==> src/design/button_press_duration_classifier_unit_assert.svh <==
// Assertion macros shared by the classifier sources.
// Each one expects clk and arst_n in the scope where it is used.
`ifndef BUTTON_PRESS_DURATION_CLASSIFIER_UNIT_ASSERT_SVH
`define BUTTON_PRESS_DURATION_CLASSIFIER_UNIT_ASSERT_SVH

// Consequent must hold in the same cycle as the antecedent.
`define BPDC_ASSERT_IMP(name, pre, post, msg) \
	name: assert property (@(posedge clk) disable iff (!arst_n) (pre) |-> (post)) \
		else $error(msg);

// Consequent must hold in the cycle after the antecedent.
`define BPDC_ASSERT_NEXT(name, pre, post, msg) \
	name: assert property (@(posedge clk) disable iff (!arst_n) (pre) |=> (post)) \
		else $error(msg);

`endif

==> src/design/bpdc_pkg.sv <==
`timescale 1ns / 1ps
`default_nettype none

package bpdc_pkg;

	localparam int REG_W      = 20;
	localparam int NUM_BTN    = 4;
	localparam int MAX_EVENTS = 3;
	localparam int FIFO_DEPTH = 4;
	localparam int FIFO_AW    = 2;

	typedef logic [2:0] event_t;
	typedef logic [1:0] button_t;

	localparam event_t EV_POWER_LONG   = 3'd0;
	localparam event_t EV_INIT         = 3'd1;
	localparam event_t EV_WPS_DOWN     = 3'd2;
	localparam event_t EV_WPS_UP       = 3'd3;
	localparam event_t EV_UNMOUNT      = 3'd4;
	localparam event_t EV_RESET_SHORT  = 3'd5;
	localparam event_t EV_IMPORT_SHORT = 3'd6;

	localparam button_t BTN_POWER  = 2'd0;
	localparam button_t BTN_RESET  = 2'd1;
	localparam button_t BTN_WPS    = 2'd2;
	localparam button_t BTN_IMPORT = 2'd3;

	localparam logic OP_SAMPLE   = 1'b0;
	localparam logic OP_TICK     = 1'b1;
	localparam logic LVL_PRESSED = 1'b0;

	localparam logic [1:0] CFG_POWER_HOLD   = 2'd0;
	localparam logic [1:0] CFG_RESET_HOLD   = 2'd1;
	localparam logic [1:0] CFG_IMPORT_HOLD  = 2'd2;
	localparam logic [1:0] CFG_SHORT_WINDOW = 2'd3;

	typedef struct packed {
		logic    op;
		button_t button;
		logic    level;
	} item_t;

	typedef struct packed {
		logic [REG_W-1:0] power_hold;
		logic [REG_W-1:0] reset_hold;
		logic [REG_W-1:0] import_hold;
		logic [REG_W-1:0] short_window;
	} cfg_t;

	// Events caused by one item, packed from slot 0 up.
	typedef struct packed {
		logic [1:0]                  count;
		logic [MAX_EVENTS-1:0][2:0]  code;
	} ev_batch_t;

	typedef struct packed {
		event_t code;
		logic   last;
	} fifo_entry_t;

endpackage

`default_nettype wire

==> src/design/bpdc_classify.sv <==
`timescale 1ns / 1ps
`default_nettype none

`include "button_press_duration_classifier_unit_assert.svh"

module bpdc_classify #(
	parameter int COUNTER_WIDTH = 20
) (
	input  wire logic               clk,
	input  wire logic               arst_n,
	input  wire logic               fire,
	input  wire bpdc_pkg::item_t    item,
	input  wire bpdc_pkg::cfg_t     cfg,
	output bpdc_pkg::ev_batch_t     batch
);

	localparam int CMP_W = (COUNTER_WIDTH > bpdc_pkg::REG_W) ? COUNTER_WIDTH : bpdc_pkg::REG_W;
	localparam logic [COUNTER_WIDTH-1:0] CNT_MAX = {COUNTER_WIDTH{1'b1}};

	logic [bpdc_pkg::NUM_BTN-1:0][COUNTER_WIDTH-1:0] elapsed_q, elapsed_nxt;
	logic [bpdc_pkg::NUM_BTN-1:0]                    armed_q, armed_nxt;

	always_comb begin
		logic [bpdc_pkg::NUM_BTN-1:0][COUNTER_WIDTH-1:0] inc;
		logic [bpdc_pkg::NUM_BTN-1:0]                    long_hit;
		logic [1:0]                                      n;
		logic [CMP_W-1:0]                                hold_x;

		elapsed_nxt = elapsed_q;
		armed_nxt   = armed_q;
		batch       = '0;
		n           = '0;
		long_hit    = '0;
		hold_x      = '0;
		for (int i = 0; i < bpdc_pkg::NUM_BTN; i++) begin
			inc[i] = (elapsed_q[i] == CNT_MAX) ? elapsed_q[i] : elapsed_q[i] + 1'b1;
		end

		if (item.op == bpdc_pkg::OP_TICK) begin
			elapsed_nxt = inc;
			hold_x = CMP_W'(cfg.power_hold);
			long_hit[bpdc_pkg::BTN_POWER] = armed_q[bpdc_pkg::BTN_POWER]
				&& (CMP_W'(inc[bpdc_pkg::BTN_POWER]) >= hold_x);
			hold_x = CMP_W'(cfg.reset_hold);
			long_hit[bpdc_pkg::BTN_RESET] = armed_q[bpdc_pkg::BTN_RESET]
				&& (CMP_W'(inc[bpdc_pkg::BTN_RESET]) >= hold_x);
			hold_x = CMP_W'(cfg.import_hold);
			long_hit[bpdc_pkg::BTN_IMPORT] = armed_q[bpdc_pkg::BTN_IMPORT]
				&& (CMP_W'(inc[bpdc_pkg::BTN_IMPORT]) >= hold_x);

			// Pack long events in fixed order: power, reset, import.
			if (long_hit[bpdc_pkg::BTN_POWER]) begin
				armed_nxt[bpdc_pkg::BTN_POWER] = 1'b0;
				batch.code[n] = bpdc_pkg::EV_POWER_LONG;
				n = n + 2'd1;
			end
			if (long_hit[bpdc_pkg::BTN_RESET]) begin
				armed_nxt[bpdc_pkg::BTN_RESET] = 1'b0;
				batch.code[n] = bpdc_pkg::EV_INIT;
				n = n + 2'd1;
			end
			if (long_hit[bpdc_pkg::BTN_IMPORT]) begin
				armed_nxt[bpdc_pkg::BTN_IMPORT] = 1'b0;
				batch.code[n] = bpdc_pkg::EV_UNMOUNT;
				n = n + 2'd1;
			end
		end else if (item.level == bpdc_pkg::LVL_PRESSED) begin
			elapsed_nxt[item.button] = '0;
			if (item.button == bpdc_pkg::BTN_WPS) begin
				batch.code[0] = bpdc_pkg::EV_WPS_DOWN;
				n = 2'd1;
			end else begin
				armed_nxt[item.button] = 1'b1;
			end
		end else begin
			if (item.button == bpdc_pkg::BTN_WPS) begin
				batch.code[0] = bpdc_pkg::EV_WPS_UP;
				n = 2'd1;
			end else begin
				armed_nxt[item.button] = 1'b0;
				if (item.button != bpdc_pkg::BTN_POWER
					&& CMP_W'(elapsed_q[item.button]) <= CMP_W'(cfg.short_window)) begin
					batch.code[0] = (item.button == bpdc_pkg::BTN_RESET) ?
						bpdc_pkg::EV_RESET_SHORT : bpdc_pkg::EV_IMPORT_SHORT;
					n = 2'd1;
				end
			end
		end
		batch.count = n;
	end

	always_ff @(posedge clk or negedge arst_n) begin
		if (!arst_n) begin
			elapsed_q <= '0;
			armed_q   <= '0;
		end else if (fire) begin
			elapsed_q <= elapsed_nxt;
			armed_q   <= armed_nxt;
		end
	end

	`BPDC_ASSERT_NEXT(a_reset_press_arms,
		fire && item.op == bpdc_pkg::OP_SAMPLE && item.level == bpdc_pkg::LVL_PRESSED
			&& item.button == bpdc_pkg::BTN_RESET,
		armed_q[bpdc_pkg::BTN_RESET], "reset press did not arm its timer")
	`BPDC_ASSERT_IMP(a_sample_single_event, fire && item.op == bpdc_pkg::OP_SAMPLE,
		batch.count <= 2'd1, "level sample produced more than one event")

endmodule

`default_nettype wire

==> src/design/bpdc_event_fifo.sv <==
`timescale 1ns / 1ps
`default_nettype none

`include "button_press_duration_classifier_unit_assert.svh"

module bpdc_event_fifo (
	input  wire logic                  clk,
	input  wire logic                  arst_n,
	input  wire logic                  push,
	input  wire bpdc_pkg::ev_batch_t   batch,
	input  wire logic                  pop,
	output logic [bpdc_pkg::FIFO_AW:0] count,
	output bpdc_pkg::fifo_entry_t      head
);

	localparam int AW = bpdc_pkg::FIFO_AW;

	bpdc_pkg::fifo_entry_t mem_q [bpdc_pkg::FIFO_DEPTH];
	logic [AW-1:0]         wr_ptr_q, rd_ptr_q;
	logic [AW:0]           count_q;
	logic [1:0]            push_n;

	assign push_n = push ? batch.count : 2'd0;
	assign count  = count_q;
	assign head   = mem_q[rd_ptr_q];

	// Write the whole batch at once; flag the final entry as last.
	always_ff @(posedge clk) begin
		for (int k = 0; k < bpdc_pkg::MAX_EVENTS; k++) begin
			if (2'(k) < push_n) begin
				mem_q[wr_ptr_q + AW'(k)] <= '{code: batch.code[k],
					last: (2'(k) == push_n - 2'd1)};
			end
		end
	end

	always_ff @(posedge clk or negedge arst_n) begin
		if (!arst_n) begin
			wr_ptr_q <= '0;
			rd_ptr_q <= '0;
			count_q  <= '0;
		end else begin
			wr_ptr_q <= wr_ptr_q + AW'(push_n);
			if (pop) begin
				rd_ptr_q <= rd_ptr_q + 1'b1;
			end
			count_q <= count_q + (AW + 1)'(push_n) - (AW + 1)'(pop);
		end
	end

	`BPDC_ASSERT_IMP(a_no_overflow, push_n != 2'd0,
		count_q + (AW + 1)'(push_n) <= (AW + 1)'(bpdc_pkg::FIFO_DEPTH),
		"event queue overflow")
	`BPDC_ASSERT_IMP(a_no_underflow, pop, count_q != '0, "event queue underflow")

endmodule

`default_nettype wire

==> src/design/button_press_duration_classifier_unit.sv <==
`timescale 1ns / 1ps
`default_nettype none

// Button press classifier for power, reset, wps and import. Each input beat is
// either a level sample for one button (raw_level 0 = pressed) or one time tick
// (operation 1). An accepted beat is held in the stage-1 register until the queue
// has room, then evaluated against the per-button elapsed counters and armed
// flags; its events (none, one, or up to three long-press events on a tick, in
// the order power_long, init, unmount) are pushed into a four-entry event queue,
// and the last event of a beat carries last_event = 1. One beat is accepted per
// cycle as long as the queue holds at most one pending event, so beats that
// cause at most one event each are taken one per cycle while out_ready stays
// high. Hold and short-window registers reset to 3 s, 10 s, 3 s and 2 s worth of
// ticks and are written through cfg_we / cfg_index / cfg_data; the user must
// write them only while the block is idle, which the block does not enforce.
// No clearing pass is needed after reset.
module button_press_duration_classifier_unit #(
	parameter int TICKS_PER_SECOND = 100,
	parameter int COUNTER_WIDTH    = 20
) (
	input  wire logic                       clk,
	input  wire logic                       arst_n,
	// input channel
	input  wire logic                       in_valid,
	output logic                            in_ready,
	input  wire logic                       operation,
	input  wire logic [1:0]                 button,
	input  wire logic                       raw_level,
	// output channel
	output logic                            out_valid,
	input  wire logic                       out_ready,
	output logic [2:0]                      event_code,
	output logic                            last_event,
	// configuration write port
	input  wire logic                       cfg_we,
	input  wire logic [1:0]                 cfg_index,
	input  wire logic [bpdc_pkg::REG_W-1:0] cfg_data
);

	localparam logic [bpdc_pkg::REG_W-1:0] POWER_HOLD_RST   =
		bpdc_pkg::REG_W'(3 * TICKS_PER_SECOND);
	localparam logic [bpdc_pkg::REG_W-1:0] RESET_HOLD_RST   =
		bpdc_pkg::REG_W'(10 * TICKS_PER_SECOND);
	localparam logic [bpdc_pkg::REG_W-1:0] IMPORT_HOLD_RST  =
		bpdc_pkg::REG_W'(3 * TICKS_PER_SECOND);
	localparam logic [bpdc_pkg::REG_W-1:0] SHORT_WINDOW_RST =
		bpdc_pkg::REG_W'(2 * TICKS_PER_SECOND);

	// Queue must keep room for a full three-event batch before a beat evaluates.
	localparam logic [bpdc_pkg::FIFO_AW:0] ROOM_LIMIT =
		(bpdc_pkg::FIFO_AW + 1)'(bpdc_pkg::FIFO_DEPTH - bpdc_pkg::MAX_EVENTS);

	bpdc_pkg::cfg_t                cfg_q;
	bpdc_pkg::item_t               item_s1;
	logic                          valid_s1;
	logic                          fire;
	logic                          in_beat;
	logic                          pop;
	bpdc_pkg::ev_batch_t           batch;
	logic [bpdc_pkg::FIFO_AW:0]    fifo_count;
	bpdc_pkg::fifo_entry_t         head;

	// Configuration registers: write on cfg_we, no handshake.
	always_ff @(posedge clk or negedge arst_n) begin
		if (!arst_n) begin
			cfg_q.power_hold   <= POWER_HOLD_RST;
			cfg_q.reset_hold   <= RESET_HOLD_RST;
			cfg_q.import_hold  <= IMPORT_HOLD_RST;
			cfg_q.short_window <= SHORT_WINDOW_RST;
		end else if (cfg_we) begin
			unique case (cfg_index)
				bpdc_pkg::CFG_POWER_HOLD:   cfg_q.power_hold   <= cfg_data;
				bpdc_pkg::CFG_RESET_HOLD:   cfg_q.reset_hold   <= cfg_data;
				bpdc_pkg::CFG_IMPORT_HOLD:  cfg_q.import_hold  <= cfg_data;
				bpdc_pkg::CFG_SHORT_WINDOW: cfg_q.short_window <= cfg_data;
				default: ;
			endcase
		end
	end

	// Evaluate the held beat once the queue has room for its worst case.
	assign fire     = valid_s1 && (fifo_count <= ROOM_LIMIT);
	// Take a new beat whenever stage 1 is empty or drains this cycle.
	assign in_ready = !valid_s1 || fire;
	assign in_beat  = in_valid && in_ready;

	always_ff @(posedge clk or negedge arst_n) begin
		if (!arst_n) begin
			valid_s1 <= 1'b0;
		end else if (in_beat) begin
			valid_s1 <= 1'b1;
		end else if (fire) begin
			valid_s1 <= 1'b0;
		end
	end

	// Payload of stage 1: hold until replaced by the next accepted beat.
	always_ff @(posedge clk) begin
		if (in_beat) begin
			item_s1 <= '{op: operation, button: button, level: raw_level};
		end
	end

	bpdc_classify #(
		.COUNTER_WIDTH(COUNTER_WIDTH)
	) u_classify (
		.clk   (clk),
		.arst_n(arst_n),
		.fire  (fire),
		.item  (item_s1),
		.cfg   (cfg_q),
		.batch (batch)
	);

	// Drain the queue one event per output beat.
	assign out_valid  = (fifo_count != '0);
	assign pop        = out_valid && out_ready;
	assign event_code = head.code;
	assign last_event = head.last;

	bpdc_event_fifo u_event_fifo (
		.clk   (clk),
		.arst_n(arst_n),
		.push  (fire),
		.batch (batch),
		.pop   (pop),
		.count (fifo_count),
		.head  (head)
	);

endmodule

`default_nettype wire

==> config.mk <==
export PLATFORM = sky130hd
export DESIGN_NAME = button_press_duration_classifier_unit
export DESIGN_NICKNAME = d
export VERILOG_FILES = /design/src/design/bpdc_pkg.sv /design/src/design/bpdc_classify.sv /design/src/design/bpdc_event_fifo.sv /design/src/design/button_press_duration_classifier_unit.sv
export VERILOG_INCLUDE_DIRS = /design/src /design/src/design
export SDC_FILE = /design/constraint.sdc
export NUM_CORES = 1
export LEC_CHECK = 0
export BUFFER_PORTS_ARGS = -buffer_cell sky130_fd_sc_hd__buf_2
export CORE_MARGIN = 2
export CORE_UTILIZATION = 57
export CTS_CLUSTER_DIAMETER = 150
export DETAILED_ROUTE_END_ITERATION = 8
export PLACE_DENSITY_LB_ADDON = 0.3
export SLEW_MARGIN = 40
export SYNTH_ARGS = -nofsm -noshare
export SYNTH_HDL_FRONTEND = slang
export SYNTH_SLANG_ARGS = --single-unit
export TNS_END_PERCENT = 10
==> constraint.sdc <==
create_clock -name clk -period 5.1 [get_ports clk]
set_input_delay 0.51 -clock clk [delete_from_list [all_inputs] [get_ports clk]]
set_output_delay 0.51 -clock clk [all_outputs]
set_load 0.01 [all_outputs]
==> metrics.yaml <==
setup_path:
  r2r_cells: 22
  reg2reg_from: "u_classify.elapsed_q[25]"
  required_ps: 5260
  cp_data_arrival_time_ps: 5120
  reg2reg_to: "u_event_fifo.mem_q[1][3]"
  start_kind: "flip-flop"
  endpoint_kind: "flip-flop"
  worstSetupPathType: "reg2reg"
  reg2reg_slack_ps: 150
  path_max_fanout: 9
logic_synthesis:
  synth-edff-count: 20
  syn_inst: 1240
  yosys-top-cells-area: "dfrtp_1 32%, ha_1 9.0%, mux2_2 6.3%"
  synth.top_cells.by_count: "154 x dfrtp_1, 132 x nand2_1, 102 x o21ai_0"
  netlist_area_um2: 12120
  synth_cell_types: 75
  ys_async_sr_fraction_pct: 89.53
  synth.most_common_cell: "dfrtp_1"
  syn-num-nets: 1359
  ys_warn_count: 0
  yosys.area.top_type: "dfrtp_1"
  synth-seq-cells: 191
  synth.avg_cell_area_um2: 9.778
  synth-seq-area-share_pct: 40.42
  netlist.area_leader.share_pct: 31.79
  ys.flop_type: "dfrtp_1"
power_and_ir_drop:
  power_uw: 4978
  power_density_nw_per_um2: 363.1
  leakage_uw: 0.006285
  p_comb_share_pct: 32.8
  clkPwrFrac_pct: 27.0
  p_int_uw: 3171
  vdd_drop_max_uv: 263.5
  pwr-share-seq_pct: 40.2
  swShare_pct: 36.30
  switchingPower_uw: 1807
sta:
  tightest_slew_ps: 740.2
  post-route-period-util_pct: 97.16
  hold_viol_final: 0
  setup_violations: 0
  period_minus_slack_ps: 4955
  skew_ps: 16.26
  setup_slack_ps: 145.1
  max_freq_mhz: 201.8
  drv_slew: 0
  slew-limit-headroom_pct: 50.51
floorplan:
  die-area_um2: 22450
  start_util_pct: 57.86
  rows: 53
  coreArea_um2: 20960
  die_y_um: 149.8
  ios: 37
  fp.dieW_um: 149.8
route:
  drt_first_iter_violations: 834
  vias: 9942
  routed_wl_mm: 31.87
  drcViolationCount: 0
  dr.pass1.iters: 5
  vias_per_cell: 6.218
  ant_nets: 0
  wl_per_cell_um: 19.93
placement:
  port_buffers: 36
  place_congestion: 0.9354
  place_area_um2: 13020
  pre_cts_ws_ps: 121.5
  hpwl_mm: 23.30
cells_and_area:
  layout-area-overhead-vs-synth_pct: 13.06
  drive_gt1_share_pct: 22.43
  fill_cells: 1659
  final_core_util_pct: 65.42
  finalNetCount: 1430
  fin_area_um2: 13710
  diodes: 0
clock_tree:
  path_clk_slew_ps: 70
  cts-root-buf: "clkbuf_16"
  hold_buffers: 0
  cts.path.max_buffers: 2
  cts_tree: "done"
  cts.sinks: 191
  cts_made_buffers: 17
  insertion_delay_ps: 440
  cts_htree_levels: 4
grt:
  grt_max_degree: 82
  antenna_found_initial: 0
  grt_pass1_vias: 9702
  overflow: 0
  grt_usage_pct: 29.38
  grt_first_pass_wirelength_mm: 50.92
run_status:
  outcome: "finished clean"
flow_run:
  maxCapViolCount: 0
min_path:
  hp-class: "in2async"
metrics by stage:
| step | std cells | hold slack, ps | setup TNS [ps] |
|---|---|---|---|
| floorplan | 1240 | 214.4 | 0 |
| global placement | 1562 | 486.4 | 0 |
| detailed placement | 1562 | 493.6 | 0 |
| CTS | 1594 | 152.3 | 0 |
| global route | 1599 | 161.6 | -177.6 |
| finish | 1599 | 97.91 | 0 |
cells in the final DEF, fill, tap and decap left out, drive strengths merged, types with 20 or more instances in the layout:
cell / instances
o21ai: 102
inv: 102
nor2: 81
ha: 87
mux4: 24
and3: 22
mux2: 68
edfxtp: 20
dfrtp: 154
a22o: 28
nand2: 132
nand3: 47
buf: 104
xor2: 24
a21oi: 57
xnor2: 30
layer usage:
metal / vias to the layer above / global-route usage [%] / routed length [um]
met3: 57 / 5.793 / 2382
met5: - / 0 / 0
met1: 4913 / 39.19 / 13250
met2: 359 / 47.49 / 15190
li1: 4613 / - / -
met4: 0 / 11.23 / 1056
layout make-up:
type | instances | area (um2) | area share (%)
Clock buffer | 18 | 429.2 | 3.131
Sequential cell | 191 | 4903 | 35.77
Inverter | 95 | 356.6 | 2.601
Clock inverter | 14 | 150.1 | 1.095
Multi-Input combinational cell | 901 | 6793 | 49.55
Timing Repair Buffer | 105 | 732.0 | 5.340
Tap cell | 275 | 344.1 | 2.510
worst max path at each step:
stage	from	endpoint	slack, ps	cells past startpoint
after floorplan	u_classify.elapsed_q[25]	u_event_fifo.count[2]	20	23
after global placement	u_classify.elapsed_q[0]	u_event_fifo.count[2]	250	19
after detailed placement	u_classify.elapsed_q[0]	u_event_fifo.count[2]	120	19
after CTS	u_classify.elapsed_q[0]	u_event_fifo.count[2]	90	19
after global routing	u_classify.elapsed_q[21]	u_event_fifo.count[2]	-40	22
final	u_classify.elapsed_q[25]	u_event_fifo.mem_q[1][3]	150	22
flip-flops by register name (all words and copies together), names as in the netlist:
signal,cells
cfg_q,80
u_classify.elapsed_q,80
u_event_fifo.mem_q,16
item_s1,4
u_classify.armed_q,3
u_event_fifo.count,3
u_event_fifo.rd_ptr_q,2
u_event_fifo.wr_ptr_q,2
valid_s1,1
critical path, stage by stage, from the launching register on:
cell and delay (ps):
dfrtp_1 350, and4_4 250, nand3_2 100, nor4_4 310, nand2b_4 180, nor2_2 40, and3_4 170, nand2_2 90
nor2_1 50, xor2_1 140, ha_1 340, and3_4 200, a211o_1 300, a221oi_2 340, a31o_2 270, ha_4 230
a21o_1 170, a311o_1 320, buf_4 170, or2_1 230, and2_1 180, a21oi_1 110, buf_4 150
repair_timing:
| action | in CTS | in global routing |
|---|---|---|
| resized for setup | 0 | 17 |
| endpoints found under the hold margin | 0 | 0 |
| buffers inserted | 0 | 5 |
| setup endpoints to repair | 0 | 21 |
cell families after synthesis:
group	Yosys count	share of synthesized area [%]
fa+ha+maj	88	9.143
xor+xnor	54	3.901
flops	191	40.42
buf+inv	148	4.995
simple gates	378	15.37
compound gates	286	15.15
mux	95	11.02
power by group through the flow:
| stage | Clock (uW) | Combinational, uW | Sequential, uW |
|---|---|---|---|
| global placement | 0 | 1520 | 2010 |
| global route | 1420 | 1800 | 2030 |
| CTS | 1360 | 1600 | 1990 |
| detailed placement | 0 | 1570 | 2020 |
| finish | 1350 | 1630 | 2000 |
| floorplan | 0 | 1120 | 1960 |
No activity file was read; power rests on OpenSTA's default activity.
